<file path="config.mk">
export PLATFORM = sky130hd
export DESIGN_NAME = button_click_hold_detector
export DESIGN_NICKNAME = d
export VERILOG_FILES = /design/src/hw/rtl/bchd_pkg.sv /design/src/hw/rtl/button_click_hold_detector.sv
export SDC_FILE = /design/constraint.sdc
export NUM_CORES = 1
export LEC_CHECK = 0
export BUFFER_PORTS_ARGS = -buffer_cell sky130_fd_sc_hd__buf_2
export CAP_MARGIN = 20
export CORE_MARGIN = 2
export CORE_UTILIZATION = 50
export DETAILED_ROUTE_END_ITERATION = 12
export GPL_ROUTABILITY_DRIVEN = 0
export PLACE_DENSITY = 0.67
export SETUP_SLACK_MARGIN = 0.4
export SKIP_CTS_REPAIR_TIMING = 1
export SLEW_MARGIN = 20
export SYNTH_ARGS = -nofsm -noshare
export SYNTH_HDL_FRONTEND = slang
export SYNTH_SLANG_ARGS = --single-unit
</file>
<file path="constraint.sdc">
create_clock -name clk_i -period 3.9 [get_ports clk_i]
set_clock_uncertainty 0.1 [all_clocks]
set_input_delay 0 -clock clk_i [delete_from_list [all_inputs] [get_ports clk_i]]
set_output_delay 0 -clock clk_i [all_outputs]
set_load 0.05 [all_outputs]
</file>
<file path="src/hw/rtl/bchd_pkg.sv">
// Shared constants for the button click / hold detector.
`default_nettype none

package bchd_pkg;

  // Default timer width in bits
  localparam int unsigned TimerWidthDef = 16;

  // Config port geometry
  localparam int unsigned CfgDataW  = 16;
  localparam int unsigned CfgIndexW = 2;
  localparam int unsigned TickW     = 8;
  localparam int unsigned ThrW      = 16;

  // Register indexes
  localparam logic [CfgIndexW-1:0] CFG_TICK_PERIOD = 2'd0;
  localparam logic [CfgIndexW-1:0] CFG_HOLD_THR    = 2'd1;
  localparam logic [CfgIndexW-1:0] CFG_INTERVAL    = 2'd2;

  // Register reset values
  localparam logic [TickW-1:0] TICK_PERIOD_RST = 8'd10;
  localparam logic [ThrW-1:0]  HOLD_THR_RST    = 16'd1000;
  localparam logic [ThrW-1:0]  INTERVAL_RST    = 16'd300;

  // Key phase codes
  localparam logic [1:0] PHASE_DOWN = 2'd0;
  localparam logic [1:0] PHASE_LOW  = 2'd1;
  localparam logic [1:0] PHASE_UP   = 2'd2;
  localparam logic [1:0] PHASE_HIGH = 2'd3;

  // Click kind codes
  localparam logic [1:0] KIND_NONE   = 2'd0;
  localparam logic [1:0] KIND_SINGLE = 2'd1;
  localparam logic [1:0] KIND_DOUBLE = 2'd2;

endpackage

`default_nettype wire

</file>
<file path="src/hw/rtl/button_click_hold_detector.sv">
// Top level of the button click / hold detector for one active-low key.
//
//   channel  | handshake                | payload
//   ---------+--------------------------+------------------------------------------
//   in       | in_valid_i / in_stall_o   | pin_level_i
//   out      | out_valid_o / out_stall_i | key_phase_o, press_event_o, hold_active_o,
//            |                           | double_click_o, up_event_o,
//            |                           | released_level_o, click_kind_o
//   cfg      | cfg_we_i                  | cfg_index_i, cfg_data_i
//
// One input transaction yields exactly one output transaction.
// The result lands in the output register at the accept edge.
// Throughput is one transaction per cycle while no result is stalled, set by the single output register.
// in_stall_o is high only while a result sits in the output register and is stalled.
// Reset puts the key at released, clears timers and click wait, loads register defaults.
`default_nettype none

module button_click_hold_detector
  import bchd_pkg::*;
#(
  parameter int unsigned TimerWidth = TimerWidthDef
) (
  input  wire logic                 clk_i,
  input  wire logic                 rst_ni,
  // config write port
  input  wire logic                 cfg_we_i,
  input  wire logic [CfgIndexW-1:0] cfg_index_i,
  input  wire logic [CfgDataW-1:0]  cfg_data_i,
  // pin sample channel
  input  wire logic                 in_valid_i,
  output logic                      in_stall_o,
  input  wire logic                 pin_level_i,
  // result channel
  output logic                      out_valid_o,
  input  wire logic                 out_stall_i,
  output logic [1:0]                key_phase_o,
  output logic                      press_event_o,
  output logic                      hold_active_o,
  output logic                      double_click_o,
  output logic                      up_event_o,
  output logic                      released_level_o,
  output logic [1:0]                click_kind_o
);

  // Compare width: wide enough for both a timer and a 16-bit threshold
  localparam int unsigned CmpW = (TimerWidth > ThrW) ? TimerWidth : ThrW;

  // Config registers
  logic [TickW-1:0] tick_q;
  logic [ThrW-1:0]  hold_thr_q;
  logic [ThrW-1:0]  interval_q;

  // Key state
  logic                  level_q, level_d;
  logic [TimerWidth-1:0] hold_q, hold_d;
  logic [TimerWidth-1:0] gap_q, gap_d;
  logic                  pending_q, pending_d;

  // Output register
  logic       out_valid_q;
  logic [1:0] phase_q, phase_d;
  logic       press_q, press_d;
  logic       hold_act_q, hold_act_d;
  logic       dbl_q, dbl_d;
  logic       up_q, up_d;
  logic       rel_q, rel_d;
  logic [1:0] kind_q, kind_d;

  logic                  accept;
  logic [TimerWidth:0]   hold_sum, gap_sum;
  logic [TimerWidth-1:0] hold_inc, gap_inc;

  // The output register frees up when empty or when its result is taken
  assign in_stall_o = out_valid_q & out_stall_i;
  assign accept     = in_valid_i & ~in_stall_o;

  // Config writes, masked to register width; unused index ignored
  always_ff @(posedge clk_i or negedge rst_ni) begin
    if (!rst_ni) begin
      tick_q     <= TICK_PERIOD_RST;
      hold_thr_q <= HOLD_THR_RST;
      interval_q <= INTERVAL_RST;
    end else if (cfg_we_i) begin
      unique case (cfg_index_i)
        CFG_TICK_PERIOD: tick_q     <= cfg_data_i[TickW-1:0];
        CFG_HOLD_THR:    hold_thr_q <= cfg_data_i[ThrW-1:0];
        CFG_INTERVAL:    interval_q <= cfg_data_i[ThrW-1:0];
        default: ;
      endcase
    end
  end

  // Saturating timer increments
  assign hold_sum = {1'b0, hold_q} + (TimerWidth+1)'(tick_q);
  assign gap_sum  = {1'b0, gap_q} + (TimerWidth+1)'(tick_q);
  assign hold_inc = hold_sum[TimerWidth] ? '1 : hold_sum[TimerWidth-1:0];
  assign gap_inc  = gap_sum[TimerWidth] ? '1 : gap_sum[TimerWidth-1:0];

  always_comb begin
    level_d    = pin_level_i;
    hold_d     = hold_q;
    gap_d      = gap_q;
    pending_d  = pending_q;
    press_d    = 1'b0;
    hold_act_d = 1'b0;
    dbl_d      = 1'b0;
    up_d       = 1'b0;
    rel_d      = 1'b0;
    kind_d     = KIND_NONE;
    phase_d    = {pin_level_i, ~(level_q ^ pin_level_i)};

    unique case (phase_d)
      PHASE_DOWN: begin
        press_d = 1'b1;
        hold_d  = '0;
        if (!pending_q) begin
          kind_d    = KIND_SINGLE;
          pending_d = 1'b1;
        end else if (CmpW'(gap_q) <= CmpW'(interval_q)) begin
          dbl_d     = 1'b1;
          kind_d    = KIND_DOUBLE;
          pending_d = 1'b0;
        end
      end
      PHASE_LOW: begin
        hold_d = hold_inc;
        if (CmpW'(hold_inc) >= CmpW'(hold_thr_q)) begin
          hold_act_d = 1'b1;
          pending_d  = 1'b0;
        end
      end
      PHASE_UP: begin
        up_d = 1'b1;
        if (pending_q) gap_d = '0;
      end
      PHASE_HIGH: begin
        rel_d = 1'b1;
        if (pending_q) begin
          // wait ends once the release gap passes the interval
          if (CmpW'(gap_inc) > CmpW'(interval_q)) begin
            pending_d = 1'b0;
            gap_d     = '0;
          end else begin
            gap_d = gap_inc;
          end
        end
      end
      default: ;
    endcase
  end

  // Control state
  always_ff @(posedge clk_i or negedge rst_ni) begin
    if (!rst_ni) begin
      level_q     <= 1'b1;
      hold_q      <= '0;
      gap_q       <= '0;
      pending_q   <= 1'b0;
      out_valid_q <= 1'b0;
    end else begin
      if (accept) begin
        level_q   <= level_d;
        hold_q    <= hold_d;
        gap_q     <= gap_d;
        pending_q <= pending_d;
      end
      if (accept) begin
        out_valid_q <= 1'b1;
      end else if (!out_stall_i) begin
        out_valid_q <= 1'b0;
      end
    end
  end

  // Result payload, loaded only on accept so a stalled result holds
  always_ff @(posedge clk_i) begin
    if (accept) begin
      phase_q    <= phase_d;
      press_q    <= press_d;
      hold_act_q <= hold_act_d;
      dbl_q      <= dbl_d;
      up_q       <= up_d;
      rel_q      <= rel_d;
      kind_q     <= kind_d;
    end
  end

  assign out_valid_o      = out_valid_q;
  assign key_phase_o      = phase_q;
  assign press_event_o    = press_q;
  assign hold_active_o    = hold_act_q;
  assign double_click_o   = dbl_q;
  assign up_event_o       = up_q;
  assign released_level_o = rel_q;
  assign click_kind_o     = kind_q;

endmodule

`default_nettype wire

</file>
; ---- After elaboration in Yosys (flattened, before gate mapping)
; Cells that the tools add are included.
[op_classes]
n_addsub = 2
order_cmp = 3
eq_ne = 9
mux = 22
bitwise = 5
reduce_logical = 12
[ops]
columns = operator, n
row1 = 16-bit two-way mux, 5
row2 = 16-bit case mux with 2 select lines, 2
row3 = 16-bit by 8-bit adder with 17-bit output, 2
row4 = 16-bit >= comparator, 1
row5 = 16-bit > comparator, 1
row6 = 16-bit <= comparator, 1
row7 = 1-bit two-way mux, 13
row8 = 2-bit AND reduction, 5
row9 = 2-bit == test (second input constant), 3
row10 = 2-bit inequality test (second input constant), 3
row11 = 2-bit by 1-bit == test with 1-bit output (second input constant), 2
row12 = 2-bit zero test, 2
row13 = 4-bit AND reduction, 1
row14 = 2-bit nonzero test, 2
row15 = 1-bit case mux with 3 select lines, 1
row16 = 3-bit AND reduction, 1
row17 = 3-bit nonzero test, 1
row18 = 1-bit bitwise AND, 2
row19 = 2-bit two-way mux, 1
row20 = 2-bit by 1-bit inequality test with 1-bit output (second input constant), 1
row21 = 1-bit inverter, 2
row22 = 1-bit XOR, 1
[word_totals]
regBits = 84
inputBits = 24
out_inout_bits = 11
wordCells = 69

; ---- Logic depth before layout (Yosys ltp)
; Gate-level depths: netlist of the first run.
[logic_depth]
ltp_word = 6
ltp_mapped = 19
ltp_nobuf = 17

; ---- Worst setup path before layout of the first run
; Ideal clock, no wire load.
[synth_timing]
kind = reg2reg
start = register tick_q[0]
end = register gap_q[12]
setup_ns = 0.094
arrival_ns = 3.764
required_time_ns = 3.706
slack_ns = -0.058
path_stages_with_launch = 19
path_buffers = 2
synth_period_minus_slack_ns = 3.958
path_cell_list = dfrtp_1 -> ha_1 -> fa_1 -> a21o_1 -> a221oi_2 -> o21bai_2 -> a21oi_2 -> buf_6 -> nor3b_1 -> mux2_2 -> ha_1 -> nand4_1 -> nor3_1 -> a21boi_1 -> o41a_1 -> nor2_4 -> buf_4 -> a21oi_1 -> a211oi_1
[synth_between]
elab_chain_len = 6
[synth_lines]
columns = element, line_no
row1 = "start, declared", button_click_hold_detector.sv:49  ; logic [TickW-1:0] tick_q;
row2 = "start signal, assigned", button_click_hold_detector.sv:85  ; CFG_TICK_PERIOD: tick_q <= cfg_data_i[TickW-1:0];
row3 = 16-bit by 8-bit adder with 17-bit output *, button_click_hold_detector.sv:95  ; assign gap_sum = {1'b0, gap_q} + (TimerWidth+1)'(tick_q);
row4 = 16-bit two-way mux *, button_click_hold_detector.sv:97  ; assign gap_inc = gap_sum[TimerWidth] ? '1 : gap_sum[TimerWidth-1:0];
row5 = 16-bit > comparator, button_click_hold_detector.sv:140  ; if (CmpW'(gap_inc) > CmpW'(interval_q)) begin
row6 = 16-bit two-way mux *, button_click_hold_detector.sv:140
row7 = 16-bit two-way mux *, button_click_hold_detector.sv:138  ; if (pending_q) begin
row8 = 16-bit case mux with 2 select lines *, button_click_hold_detector.sv:112  ; unique case (phase_d)
row9 = "end signal, assigned", button_click_hold_detector.sv:164  ; gap_q <= gap_d;
row10 = "end, declared", button_click_hold_detector.sv:56  ; logic [TimerWidth-1:0] gap_q, gap_d;
; Mark *: on every way between the ends. The rest lies on a longest branch, timed or not. The select of a mux whose other input is x is not followed.
; A chain may end at the register's enable or synchronous reset.

; ---- Final worst setup path of the first run
[layout_timing]
start = register tick_q[0]
end = register gap_q[10]
; The elaborated chain is that of the path after synthesis.

==> summary.md, run 1 <==
| Metric | Value |
|---|---|
| Post-synthesis compound-gate area fraction | `between 15 and 20%` |
| Largest family of logic cells by synthesized area | `compound AO/OA/AOI/OAI gates` |
| Int Power | `2.376 mW` |
| GRT Util Overall | `22.51%` |
| Period minus WS final | `4.151 ns` |
| CP Launch Type | `register` |
| Post-synth cell types | `67` |
| Setup ws final | `-0.2508 ns` |
| Initial DRC Count | `258` |
| Met2 GRT Util | `34.88%` |
| Total power | `4.000 mW` |
| First-pass GRT wire length | `20610 microns` |
| Fin. Hold Viols | `0` |
| Net count, final | `749` |
| Comb power frac | `54.7%` |
| Grt peak-use layer | `met2` |
| Simple-gate share of the synthesized area | `13.12%` |
| Met3 GRT Util | `between 4 and 5%` |
| Clock transition at the registers of the reported paths | `0.09 ns` |
| Register bit total from synthesis | `83` |
| Ant. Diodes | `0` |
| Top Ports | `35` |
| Area of the core | `0.01089 sq mm` |
| Clock group share of total power | `14.8%` |
| Fmax achieved | `240.9 MHz` |
| Status | `complete, but fails checks` |
| Type of the worst setup path | `register to register` |
| Sw Ratio | `about two fifths` |
| Post-synthesis sequential area ratio | `between 30% and 40%` |
| Fillers | `857` |
| Drt total wl | `13510 microns` |
| Storage element area | `0.002133 sq mm` |
| TritonCTS clock tree | `yes` |
| Clock Tree Root | `clkbuf_8` |
| Die height | `109.8 microns` |
| Power Dens Cells | `approximately 570 mW/mm^2` |
| Multiplexer share of the synthesized area | `8.605%` |
| P_sw | `1.624 mW` |
| GRT overflow | `0` |
| Max FO, Critical Path | `8` |
| Largest net degree at the start of global routing | `76` |
| Initial antenna violation count | `0` |
| Slowest stage delay, CP | `roughly 0.42 ns` |
| Most common cell after layout, fill and taps aside | `dfrtp_1` |
| EDFF count, synth | `8` |
| Final period util | `106.4%` |
| Port bufs | `34` |
| Htree depth | `3` |
| FFs w/ async S/R, synth | `90.36%` |
| Gate Count Post-Synth | `550` |
| Number of global-route vias before repair | `4126` |
| Synthesis Warnings | `0` |
| Worst skew pair latency | `0.38 ns` |
| Mean Syn Cell Area | `around 10 sq um` |
| Residual DRC count | `0` |
| Worst Setup End Kind | `register` |
| CTS max path bufs | `2` |
| Total number of vias | `about 4500` |
| Required time of the critical path | `4.08 ns` |
| CP Cell Sequence | `ha_2, fa_2, a21o_1, a221oi_2, o21bai_2, a21oi_2, buf_6, nor3b_4, mux2_4, ha_4, nand4_1, nor3_2, a21boi_2, o41a_1, nor2_4, buf_12, and3b_1, a221o_1` |
| Failing checks | `negative setup slack` |
| M1 GR Usage | `32.13%` |
| Worst min-delay path category | `primary input to register` |
| Initial Util | `approximately 51%` |
| Setup TNS | `-2.877 ns` |
| Final setup vio count | `17` |
| Syn_nets | `approximately 640` |
| Slew Limit Fails | `0` |
| TritonRoute pass-1 iters | `5` |
| Slew headroom | `between 30% and 40%` |
| Clock buffer count from CTS | `9` |
| Area growth, synth to finish | `25.50%` |
| Synth Area in Adders | `15.91%` |
| Clock Sinks | `83` |
| LEAKAGE | `3.309 nW` |
| CP Data Arrival Time | `4.33 ns` |
| Slew @ Worst Pin | `0.9908 ns` |
| Die W | `109.8 microns` |
| Sequential share of power | `30.5%` |
| Xor and xnor area share after synthesis | `~3.1%` |
| Fin util | `64.53%` |
| Hpwl dp | `9624 microns` |
| Slowest CP cell | `dfrtp_1` |
| WL/cell | `16.89 microns` |
| Unrepaired setup endpoints after global routing | `true` |
| Most frequent cells in the layout | `62 x dfrtp_1, 54 x ha_1, 46 x buf_4, 43 x inv_1, 40 x mux2_2` |
| DR vias/cell | `5.643` |
| Share of cells above drive strength 1 | `33.48%` |
| Die area | `0.01206 sq mm` |
| Multi-input gate area | `between 0.003 and 0.004 sq mm` |
| Hold slack | `~0.11 ns` |
| VDD IR max | `0.3192 mV` |
| Post-synth top flop | `dfrtp_1` |
| Antenna Nets Post-Route | `0` |
| Post-Synthesis Cell Area | `0.005598 sq mm` |
| Max Cap Violations | `0` |
| FP Rows | `38` |
==> registers in the layout, indices dropped and copies added (netlist names), 2 cells and up <==
name,cells
gap_q,16
hold_thr_q,16
hold_q,16
tick_q,8
interval_q,16
key_phase_o,2
==> area by class of cell <==
| class | instances | share of cell area, % |
|---|---|---|
| Multi-Input combinational cell | 407 | 50.04 |
| Sequential cell | 83 | 30.37 |
| Timing Repair Buffer | 111 | 12.27 |
| Tap cell | 140 | 2.493 |
| Inverter | 43 | 2.297 |
| Clock buffer | 9 | 1.763 |
| Clock inverter | 7 | 0.7658 |
==> critical path, delay by kind of cell, from the launching register on <==
kind	cells	cell delay [ns]
fa+ha+maj	3	0.82
compound gates	7	1.45
flops	1	0.42
buf+inv	2	0.33
simple gates	5	0.60
mux	1	0.31
==> power by group through the flow <==
stage,registers (mW),logic (mW),clock network (mW)
after global placement,1.23,1.92,0
after floorplan,1.21,1.38,0
after CTS,1.22,2.00,0.614
after detailed placement,1.23,1.99,0
after global routing,1.24,2.43,0.649
final,1.22,2.19,0.593
==> routing by layer <==
| metal | wire length [microns] | part of all wire [%] |
|---|---|---|
| met3 | 451 | 3.3 |
| met4 | 162 | 1.2 |
| met5 | 0 | 0 |
| met2 | 6484 | 48 |
| met1 | 6415 | 47 |
==> kinds of logic (layout without fill, tap and decap cells) <==
| kind of cell | count (synthesis) | after routing |
|---|---|---|
| flops | 83 | 83 |
| buf+inv | 60 | 170 |
| mux | 43 | 43 |
| xor+xnor | 20 | 20 |
| fa+ha+maj | 70 | 70 |
| simple gates | 139 | 139 |
| compound gates | 135 | 135 |
==> stage by stage <==
stage	cell area, sq um	std cells	worst slack, ns
2_1_floorplan	5788	550	0.1573
3_5_place_dp	6311	746	-0.2178
4_1_cts	6489	762	-0.2414
3_3_place_gp	6311	746	-0.1163
6_report	7025	800	-0.2508
5_1_grt	7025	800	-0.4098
==> final timing paths <==
path | from | endpoint | slack, ns | cells after the start
max | tick_q[0] | gap_q[10] | -0.25 | 18
min | cfg_we_i | tick_q[5] | 0.11 | 3
max reg2reg | tick_q[0] | gap_q[10] | -0.25 | 18
min reg2reg | interval_q[10] | interval_q[10] | 0.41 | 1
max in group asynchronous | rst_ni | gap_q[3] | 2.84 | 2
min in group asynchronous | rst_ni | gap_q[7] | 0.21 | 2
==> Yosys cell counts, types with 3 or more instances <==
| cell | n | share of area [%] |
|---|---|---|
| ha_1 | 68 | 15 |
| dfrtp_1 | 62 | 28 |
| inv_1 | 43 | 2.9 |
| mux2_2 | 41 | 8.2 |
| nand2_1 | 40 | 2.7 |
| a21oi_1 | 32 | 2.9 |
| o21ai_0 | 25 | 2.2 |
| nor2_1 | 23 | 1.5 |
| a22o_1 | 22 | 3.4 |
| a21o_1 | 14 | 1.9 |
| dfstp_2 | 13 | 6.1 |
| nand3_1 | 13 | 1.2 |
| xnor2_1 | 13 | 2.0 |
| clkbuf_1 | 9 | 0.60 |
| and3_1 | 8 | 0.89 |
| edfxtp_1 | 8 | 4.3 |
| nor2b_1 | 8 | 0.89 |
| xor2_1 | 7 | 1.1 |
| a211oi_1 | 6 | 0.80 |
| nand4_1 | 6 | 0.67 |
| nor3_1 | 6 | 0.54 |
| nand2b_1 | 5 | 0.56 |
| a31oi_1 | 4 | 0.45 |
| buf_4 | 4 | 0.54 |
| nand2_2 | 4 | 0.45 |
| nand3b_1 | 4 | 0.54 |
| nor3b_1 | 4 | 0.54 |
| and2_1 | 3 | 0.34 |
| o211ai_1 | 3 | 0.40 |
| o21a_1 | 3 | 0.40 |
| o21ai_1 | 3 | 0.27 |
(Power assumes the default switching activity.)
==> inputs of run 2 (changes only) <==
--- a/config.mk
+++ b/config.mk
@@ -14,6 +14,7 @@
 export PLACE_DENSITY = 0.67
 export SETUP_SLACK_MARGIN = 0.4
 export SKIP_CTS_REPAIR_TIMING = 1
+export SKIP_LAST_GASP = 1
 export SLEW_MARGIN = 20
 export SYNTH_ARGS = -nofsm -noshare
 export SYNTH_HDL_FRONTEND = slang
==> summary.md, run 2 (synthesis gave the netlist of run 1 again) <==
| Metric | Value |
|---|---|
| Final setup vio count | `17 (unchanged)` |
| Slew headroom | `34.27% (+0.32 points)` |
| CTS max path bufs | `2 (unchanged)` |
| Required time of the critical path | `4.08 ns (about the same)` |
| Sw Ratio | `40.58% (about the same)` |
| First-pass GRT wire length | `20610 microns (unchanged)` |
| P_sw | `1.607 mW (-1.1%)` |
| Initial DRC Count | `257 (-0.39%)` |
| Fin. Hold Viols | `0 (unchanged)` |
| Die area | `0.01206 sq mm (unchanged)` |
| Hpwl dp | `9624 microns (unchanged)` |
| Period minus WS final | `4.141 ns (-0.009546 ns)` |
| Power Dens Cells | `566.7 mW/mm^2 (-0.46%)` |
| Worst Setup End Kind | `register` |
| CP Data Arrival Time | `4.32 ns (about the same)` |
| Antenna Nets Post-Route | `0 (unchanged)` |
| Slowest stage delay, CP | `0.42 ns (about the same)` |
| Unrepaired setup endpoints after global routing | `true` |
| Slew Limit Fails | `0 (unchanged)` |
| Slew @ Worst Pin | `0.9859 ns (-0.004834 ns)` |
| Sequential share of power | `30.8% (+0.3 points)` |
| Total power | `3.960 mW (-1.0%)` |
| Most common cell after layout, fill and taps aside | `dfrtp_1` |
| Failing checks | `negative setup slack` |
| CP Cell Sequence | `ha_2, fa_2, a21o_1, a221oi_2, o21bai_2, a21oi_2, buf_6, nor3b_4, mux2_4, ha_4, nand4_1, nor3_2, a21boi_2, o41a_1, nor2_4, buf_12, and3b_1, a221o_1` |
| Final period util | `106.2% (-0.24 points)` |
| Net count, final | `749 (unchanged)` |
| Hold slack | `0.1027 ns (-0.003859 ns)` |
| Die height | `109.8 microns (unchanged)` |
| Post-route cell area | `0.006987 sq mm (-0.55%)` |
| GRT Util Overall | `22.51% (unchanged)` |
| Worst skew pair latency | `0.38 ns (about the same)` |
| Share of cells above drive strength 1 | `32.42% (-1.1 points)` |
| TritonCTS clock tree | `yes` |
| FP Rows | `38 (unchanged)` |
| Drt total wl | `13450 microns (-0.51%)` |
| VDD IR max | `0.3414 mV (+6.9%)` |
| Residual DRC count | `0 (unchanged)` |
| DR vias/cell | `5.604 (-0.69%)` |
| Top Ports | `35 (unchanged)` |
| Total number of vias | `4483 (-0.69%)` |
| Fmax achieved | `241.5 MHz (+0.23%)` |
| TritonRoute pass-1 iters | `5 (unchanged)` |
| Initial antenna violation count | `0 (unchanged)` |
| Area of the core | `0.01089 sq mm (unchanged)` |
| GRT overflow | `0 (unchanged)` |
| LEAKAGE | `3.303 nW (-0.18%)` |
| Area growth, synth to finish | `24.81%` |
| Setup TNS | `-2.750 ns (+0.1265 ns)` |
| Die W | `109.8 microns (unchanged)` |
| Most frequent cells in the layout | `62 x dfrtp_1, 57 x ha_1, 47 x buf_4, 43 x inv_1, 40 x mux2_2` |
| DP Worst Slack | `-0.2178 ns (unchanged)` |
| Initial Util | `51.41% (unchanged)` |
| Largest net degree at the start of global routing | `76 (unchanged)` |
| Htree depth | `3 (unchanged)` |
| Setup ws final | `-0.2413 ns (+0.009546 ns)` |
| Non-filler cells, final | `800 (unchanged)` |
| Clock transition at the registers of the reported paths | `0.09 ns (about the same)` |
| WL/cell | `16.81 microns (-0.51%)` |
| Int Power | `2.353 mW (-0.97%)` |
| DP Cell Count | `746 (unchanged)` |
| Comb power frac | `54.3% (-0.4 points)` |
| Dpl cell area | `0.006311 sq mm (unchanged)` |
| Max FO, Critical Path | `8 (unchanged)` |
| Clock Sinks | `83 (unchanged)` |
| Clock group share of total power | `14.9% (about the same)` |
| CP Launch Type | `register` |
| Fin util | `64.17% (-0.36 points)` |
| Max Cap Violations | `0 (unchanged)` |
| Clock buffer count from CTS | `9 (unchanged)` |
| Clock Tree Root | `clkbuf_8` |
| Slowest CP cell | `dfrtp_1` |
| Port bufs | `34 (unchanged)` |
| Worst min-delay path category | `primary input to register` |
| Number of global-route vias before repair | `4126 (unchanged)` |
| Status | `complete, but fails checks` |
| Ant. Diodes | `0 (unchanged)` |
| Type of the worst setup path | `register to register` |
## run 2: cell count changes in the layout (fill, tap and decap cells not counted), moves of 2 or more
cell	previous run	this run
ha_1	54	57
o21ai_2	3	1
ha_2	3	1
o21ai_0	19	21
## run 2: per-layer routing
layer	vias up	GRT usage, %	part of all wire [%]
li1	2203	-	-
met1	2177	32.13	48
met2	89	34.88	47
met3	14	4.505	3.2
met4	0	5.967	1.2
met5	-	0	0
## run 2: power by group through the flow
| stage | logic, mW | clock network (mW) | registers, mW |
|---|---|---|---|
| final | 2.15 | 0.592 | 1.22 |
| after global routing | 2.39 | 0.650 | 1.24 |
| after CTS | 2.00 | 0.614 | 1.22 |
| after detailed placement | 1.99 | 0 | 1.23 |
| after global placement | 1.92 | 0 | 1.23 |
| after floorplan | 1.38 | 0 | 1.21 |
## run 2: layout make-up
class	count	area, sq um
fill	861	3901
multi-input combinational	407	3481
sequential	83	2133
timing repair buffer	111	858.3
tap	140	175.2
inverter	43	161.4
clock buffer	9	123.9
clock inverter	7	53.80
## run 2: critical path: cells and delay by family, from the launching register on
family / cells / cell delay, ns
adder cells (fa/ha/maj): 3 / 0.82
AND/OR/NAND/NOR: 5 / 0.60
flip-flops: 1 / 0.42
buffers and inverters: 2 / 0.32
AO/OA/AOI/OAI: 7 / 1.44
multiplexers: 1 / 0.31
## run 2: worst paths after layout
check / startpoint / end / slack [ns] / depth (start not counted)
setup / recovery: tick_q[0] / gap_q[10] / -0.24 / 18
hold / removal: cfg_we_i / tick_q[5] / 0.10 / 3
setup reg to reg: tick_q[0] / gap_q[10] / -0.24 / 18
hold reg to reg: interval_q[10] / interval_q[10] / 0.41 / 1
max in group asynchronous: rst_ni / gap_q[2] / 2.85 / 2
min in group asynchronous: rst_ni / gap_q[7] / 0.21 / 2
